--- config.mk ---
export PLATFORM = sky130hd
export DESIGN_NAME = sshit_mul
export DESIGN_NICKNAME = d
export VERILOG_FILES = /design/src/rtl/sshit_pkg.sv /design/src/rtl/sshit_mul.sv
export SDC_FILE = /design/constraint.sdc
export NUM_CORES = 2
export LEC_CHECK = 0
export BUFFER_PORTS_ARGS = -buffer_cell sky130_fd_sc_hd__buf_2
export CORE_MARGIN = 8
export CORE_UTILIZATION = 55
export CTS_BUF_LIST = sky130_fd_sc_hd__clkbuf_4 sky130_fd_sc_hd__clkbuf_8
export CTS_CLUSTER_DIAMETER = 200
export DETAILED_ROUTE_END_ITERATION = 12
export PLACE_DENSITY = 0.77
export REMOVE_ABC_BUFFERS = 1
export SLEW_MARGIN = 20
export SYNTH_ARGS = -nofsm -noshare
export SYNTH_HDL_FRONTEND = slang
export SYNTH_SLANG_ARGS = --single-unit
--- constraint.sdc ---
create_clock -name clk_i -period 12.36 [get_ports clk_i]
set_input_delay 0 -clock clk_i [delete_from_list [all_inputs] [get_ports clk_i]]
set_output_delay 0 -clock clk_i [all_outputs]
set_load 0.01 [all_outputs]
--- src/rtl/sshit_pkg.sv ---
// Shared types and constants for the segment/sphere hit test unit.
// No dependencies; imported by sshit_mul and segment_sphere_hit_test_unit.
`default_nettype none

package sshit_pkg;

  localparam int unsigned LIMB_MAX = 32;

  typedef enum logic [1:0] {
    KIND_MISS     = 2'd0,
    KIND_ENDPOINT = 2'd1,
    KIND_CLOSEST  = 2'd2,
    KIND_DEGEN    = 2'd3
  } kind_e;

  typedef struct packed {
    logic near;
    logic degen;
    logic outside;
  } flags_t;

endpackage

`default_nettype wire

--- src/rtl/sshit_mul.sv ---
// Unsigned W x W multiplier, three register stages: limb partial products,
// row sums, final sum. Depends on sshit_pkg for the limb width limit.
`default_nettype none

module sshit_mul #(
  parameter int unsigned W = 32
) (
  input  wire logic           clk_i,
  input  wire logic [W-1:0]   a_i,
  input  wire logic [W-1:0]   b_i,
  output logic      [2*W-1:0] p_o
);
  import sshit_pkg::*;

  localparam int unsigned NL = (W + LIMB_MAX - 1) / LIMB_MAX;
  localparam int unsigned LW = (W + NL - 1) / NL;
  localparam int unsigned PW = NL * LW;

  logic [PW-1:0]     a_ext, b_ext;
  logic [2*LW-1:0]   pp_q [NL][NL];
  logic [2*PW-1:0]   row_d [NL];
  logic [2*PW-1:0]   row_q [NL];
  logic [2*PW-1:0]   p_d, p_q;

  assign a_ext = PW'(a_i);
  assign b_ext = PW'(b_i);

  always_ff @(posedge clk_i) begin
    for (int i = 0; i < NL; i++) begin
      for (int j = 0; j < NL; j++) begin
        pp_q[i][j] <= (2*LW)'(a_ext[i*LW +: LW]) * (2*LW)'(b_ext[j*LW +: LW]);
      end
    end
  end

  always_comb begin
    for (int i = 0; i < NL; i++) begin
      row_d[i] = '0;
      for (int j = 0; j < NL; j++) begin
        row_d[i] = row_d[i] + ((2*PW)'(pp_q[i][j]) << (j*LW));
      end
    end
  end

  always_ff @(posedge clk_i) begin
    row_q <= row_d;
  end

  always_comb begin
    p_d = '0;
    for (int i = 0; i < NL; i++) begin
      p_d = p_d + (row_q[i] << (i*LW));
    end
  end

  always_ff @(posedge clk_i) begin
    p_q <= p_d;
  end

  assign p_o = p_q[2*W-1:0];

endmodule

`default_nettype wire

# Word level (Yosys, flattened, before mapping)
# Memories as Yosys holds them, arrays and structs flattened. A register that Yosys moved wholly into a read port is not among the register bits.
# Index checks and enable logic that the tools add are counted.
# classes
mul,1
# ops
op,n
multiplier 32 x 32 -> 64 bit,1
# totals
ff_bits,64
ramBits,64
inputBits,65
elab_cells,3
memories,1
# memory_table
memory,words,word_bits,read_ports,rd_clocked_by_memory_dff,write_ports,line_no,source
pp_q,1,64,1,1,1,sshit_mul.sv:20,logic [2*LW-1:0] pp_q [NL][NL];

# Depth between registers and ports, before layout
# logic_depth
ltp_word,1
depth_mapped,30

# Worst setup path before layout
# Ideal clock, no wire load.
# synth_timing
kind,in2reg
start,input port b_i[17]
end,memory pp_q[0][62] (netlist name)
setup_ps,123
arrival_time_ps,6684
path_slack_ps,5554
path_stages,26
cell_sequence,clkbuf_1 -> and2_1 -> fa_1 -> inv_1 -> fa_1 -> inv_1 -> fa_1 -> inv_1 -> fa_1 -> inv_1 -> fa_1 -> fa_1 -> fa_1 -> fa_1 -> ha_1 -> buf_2 -> a21oi_1 -> o21ai_1 -> a2111oi_0 -> o21bai_1 -> a221oi_1 -> o221ai_1 -> a311o_1 -> a21oi_1 -> o21ai_1 -> xor2_1
# synth_via
elab_chain_len,1
# synth_rtl
item,line_no,source
from (decl),sshit_mul.sv:10,"input wire logic [W-1:0] b_i,"
multiplier 32 x 32 -> 64 bit,sshit_mul.sv:31,pp_q[i][j] <= (2*LW)'(a_ext[i*LW +: LW]) * (2*LW)'(b_ext[j*LW +: LW]);
to (decl),sshit_mul.sv:20,
# Every way passes these cells.

# Worst setup path in the final report
# layout_timing
start,input port a_i[18]
end,memory pp_q[0][62] (netlist name)
# layout_via
elab_chain_len,1
# layout_rtl
item,line_no,source
from (decl),sshit_mul.sv:9,"input wire logic [W-1:0] a_i,"
multiplier 32 x 32 -> 64 bit,sshit_mul.sv:31,
# Every way passes these cells.

==> results.py <==
metrics = {
    "global_routing": {
        "grt_pass1_wl_mm": 151,
        "grt_pass1_vias": 29208,
        "antenna_found_initial": 0,
        "grt_max_degree": 33,
        "track_usage_pct": 25.4,
        "gr-total-overflow": 0,
    },
    "place": {
        "io_buffers": 128,
        "dpl.cell_count": 4668,
        "post-dp-hpwl_mm": 72.4,
        "place_area_um2": 38100,
        "place.gp.congestion": 0.910,
    },
    "worst_setup_path": {
        "cp_common_cell": "fa_1",
        "cp_max_fo": 32,
        "cpPeakStageDelay_ns": 0.67,
        "cp.arrival_ns": 8.09,
        "r2r_start": "row_q[14]",
        "r2r-end": "p_o[14]",
        "crit_family": "adder cells",
        "path_buf_inv": 3,
        "endpoint_kind": "flop",
        "cp.required_ns": 12.75,
        "start_kind": "input port",
        "critPathKind": "in2reg",
        "path_cells": "buf_2 > and2_1 > fa_1 > fa_1 > inv_1 > fa_1 > fa_1 > inv_1 > fa_1 > fa_1 > fa_1 > fa_1 > ha_1 > a21oi_1 > o21ai_1 > a2111oi_0 > o21bai_1 > a221oi_1 > o221ai_1 > a311o_1 > a21oi_1 > o21ai_1 > xor2_1",
        "crit_path_top_delay_cell": "a2111oi_0",
        "r2r_slack_ns": 11.91,
        "rr_worst_depth": 0,
    },
    "sta": {
        "period_share_pct": 62.3,
        "setup_viol": 0,
        "worst_pin_slew_ns": 0.852,
        "rsz0062_at_grt": "no",
        "skew_ns": 0.0147,
        "slew_headroom_pct": 43.2,
        "hold_violations": 0,
        "slew_viol_final": 0,
        "fin_crit_ns": 7.70,
        "fmax_mhz": 130,
        "tns_ns": 0,
    },
    "detailed_routing": {
        "drt_pass1_iterations": 7,
        "drt_iter0_drc": 1681,
        "num_vias": 25884,
        "viasPerCell": 5.51,
        "wirelength_mm": 92.0,
        "postRouteAntennaNets": 0,
        "wl_per_cell_um": 19.6,
        "drt_drc_violations_left": 0,
    },
    "clock_network": {
        "clk_pin_slew_ns": 0.11,
        "post-cts-setup-buffers": 0,
        "cts-hold-fix-buffers": 0,
        "cts_resized": 0,
        "root_buffer": "clkbuf_8",
        "cts_buffer_depth": 2,
        "cts_tree": "built",
        "htreeDepth": 4,
        "cts.sinks": 192,
        "cts_buffers": 17,
        "insertion_delay_ns": 0.48,
    },
    "final_layout": {
        "drive_gt1_share_pct": 4.81,
        "nFillCells": 5718,
        "postLayoutCellArea_um2": 38500,
        "final_nets": 5038,
        "diodes": 0,
        "fin_util_pct": 57.5,
        "syn2layout_area_growth_pct": 3.71,
        "final_cells": 4700,
    },
    "die": {
        "coreArea_um2": 67000,
        "start_util_pct": 55.4,
        "io_pins": 129,
        "rows": 95,
        "die_h_um": 276,
        "die_w_um": 276,
        "die_area_um2": 76100,
    },
    "synthesis": {
        "async_flop_share_pct": 0,
        "synth_edf_count": 0,
        "synthDominantCellAreaShare_pct": 48.3,
        "yosys_warnings": 0,
        "synthFlopType": "dfxtp_1",
        "synth.area.top_cells": "fa_1 (48%), dfxtp_1 (10%), and2_1 (10%)",
        "syn_area_um2": 37200,
        "ys_seq_area_share_pct": 10.3,
        "syn_inst": 3879,
        "yosys.area.top_type": "fa_1",
        "synth_cell_types": 56,
        "syn_area_per_cell_um2": 9.58,
        "synth_seq_cells": 192,
    },
    "worst_hold_path": {
        "min_path_type": "in2reg",
        "hold_path_depth": 3,
        "hold_end": "pp_q[0][0]",
        "min_from": "a_i[0]",
    },
    "run_status": {
        "status": "completed",
    },
    "run": {
        "drv_cap": 0,
    },
}
## how the worst max path moves through the flow
stage | startpoint | end | slack (ns) | depth (start not counted)
after global routing | a_i[18] | pp_q[0][62] | 4.42 | 23
after detailed placement | a_i[18] | pp_q[0][62] | 4.29 | 23
after global placement | a_i[18] | pp_q[0][62] | 4.46 | 23
after floorplan | a_i[16] | pp_q[0][60] | 5.72 | 24
final | a_i[18] | pp_q[0][62] | 4.66 | 23
after CTS | a_i[18] | pp_q[0][62] | 4.83 | 23
## layer usage
layer / up-vias / global-route usage (%) / share of wire (%)
li1: 11087 / - / -
met1: 13408 / 29.5 / 37
met2: 1060 / 44.5 / 50
met3: 329 / 2.72 / 5.3
met4: 0 / 16.7 / 7.6
met5: - / 0 / 0
## flip-flops by register name, indices dropped and copies added (netlist names)
name and flops:
row_q 64, pp_q 64, p_o 64
## layout by cell type (no fill, tap or decap), types with 9 or more instances in the layout
master,n
nor2_1,31
inv_1,862
nand3_1,16
a21oi_1,73
o21bai_1,14
xnor2_1,37
buf_2,128
clkbuf_8,17
nand4_1,24
ha_1,263
o21ai_1,10
nand2_1,468
a31oi_1,9
dfxtp_1,192
o21ai_0,30
buf_4,12
and2_1,601
a21o_1,32
and3_1,9
xor2_1,26
fa_1,896
## kinds of logic (layout without fill, tap and decap cells)
group | count (synthesis) | in the layout | synth area share (%)
AOI/OAI and AO/OA | 206 | 206 | 3.64
xor gates and xnor gates | 63 | 63 | 1.49
adders and majority gates | 1159 | 1159 | 57.1
buffers and inverters | 1086 | 1034 | 11.0
DFF | 192 | 192 | 10.3
and+or+nand+nor | 1173 | 1173 | 16.4
## tightest hold or removal path, cell delays in order
cell and delay, ns:
buf_2 0.10, buf_4 0.25, and2_1 0.20
## per-stage QoR
| stage | hold slack (ns) | setup WS (ns) |
|---|---|---|
| 5_1_grt | 0.0852 | 4.42 |
| 4_1_cts | 0.0680 | 4.83 |
| 2_1_floorplan | 0.122 | 5.72 |
| 3_3_place_gp | 0.310 | 4.46 |
| 6_report | 0.106 | 4.66 |
| 3_5_place_dp | 0.312 | 4.29 |
## area by class of cell
class	instances	area (um2)	share of cell area [%]
repair buffers	140	731	1.90
inverters	862	3240	8.40
multi-input cells	2601	29200	75.8
flip-flops and latches	192	3840	9.97
clock buffers	17	234	0.607
well taps	873	1090	2.83
clock inverters	15	188	0.487
## cell usage after synthesis, types with 2 or more instances
library cell	count
buf_4	3
nand3_1	16
buf_2	8
clkbuf_1	211
nand4_1	24
a2111oi_0	2
a31oi_1	9
a21boi_0	4
or3_1	2
clkbuf_2	2
o211ai_1	2
o221ai_1	2
and2_1	601
o31ai_1	2
o21bai_1	14
a311o_1	2
o21ai_1	10
xnor2_1	37
o21a_1	5
nor2b_1	7
dfxtp_1	192
o21ai_0	30
a41oi_1	3
nand2_1	468
ha_1	263
a21oi_1	73
xor2_1	26
nor2_1	31
nor3_1	6
nand2b_1	3
inv_1	862
fa_1	896
a21o_1	32
and3_1	9
Power is left out: the tool's default activity adds up to more than one toggle a clock period on the data nets, which glitch-free logic cannot reach.
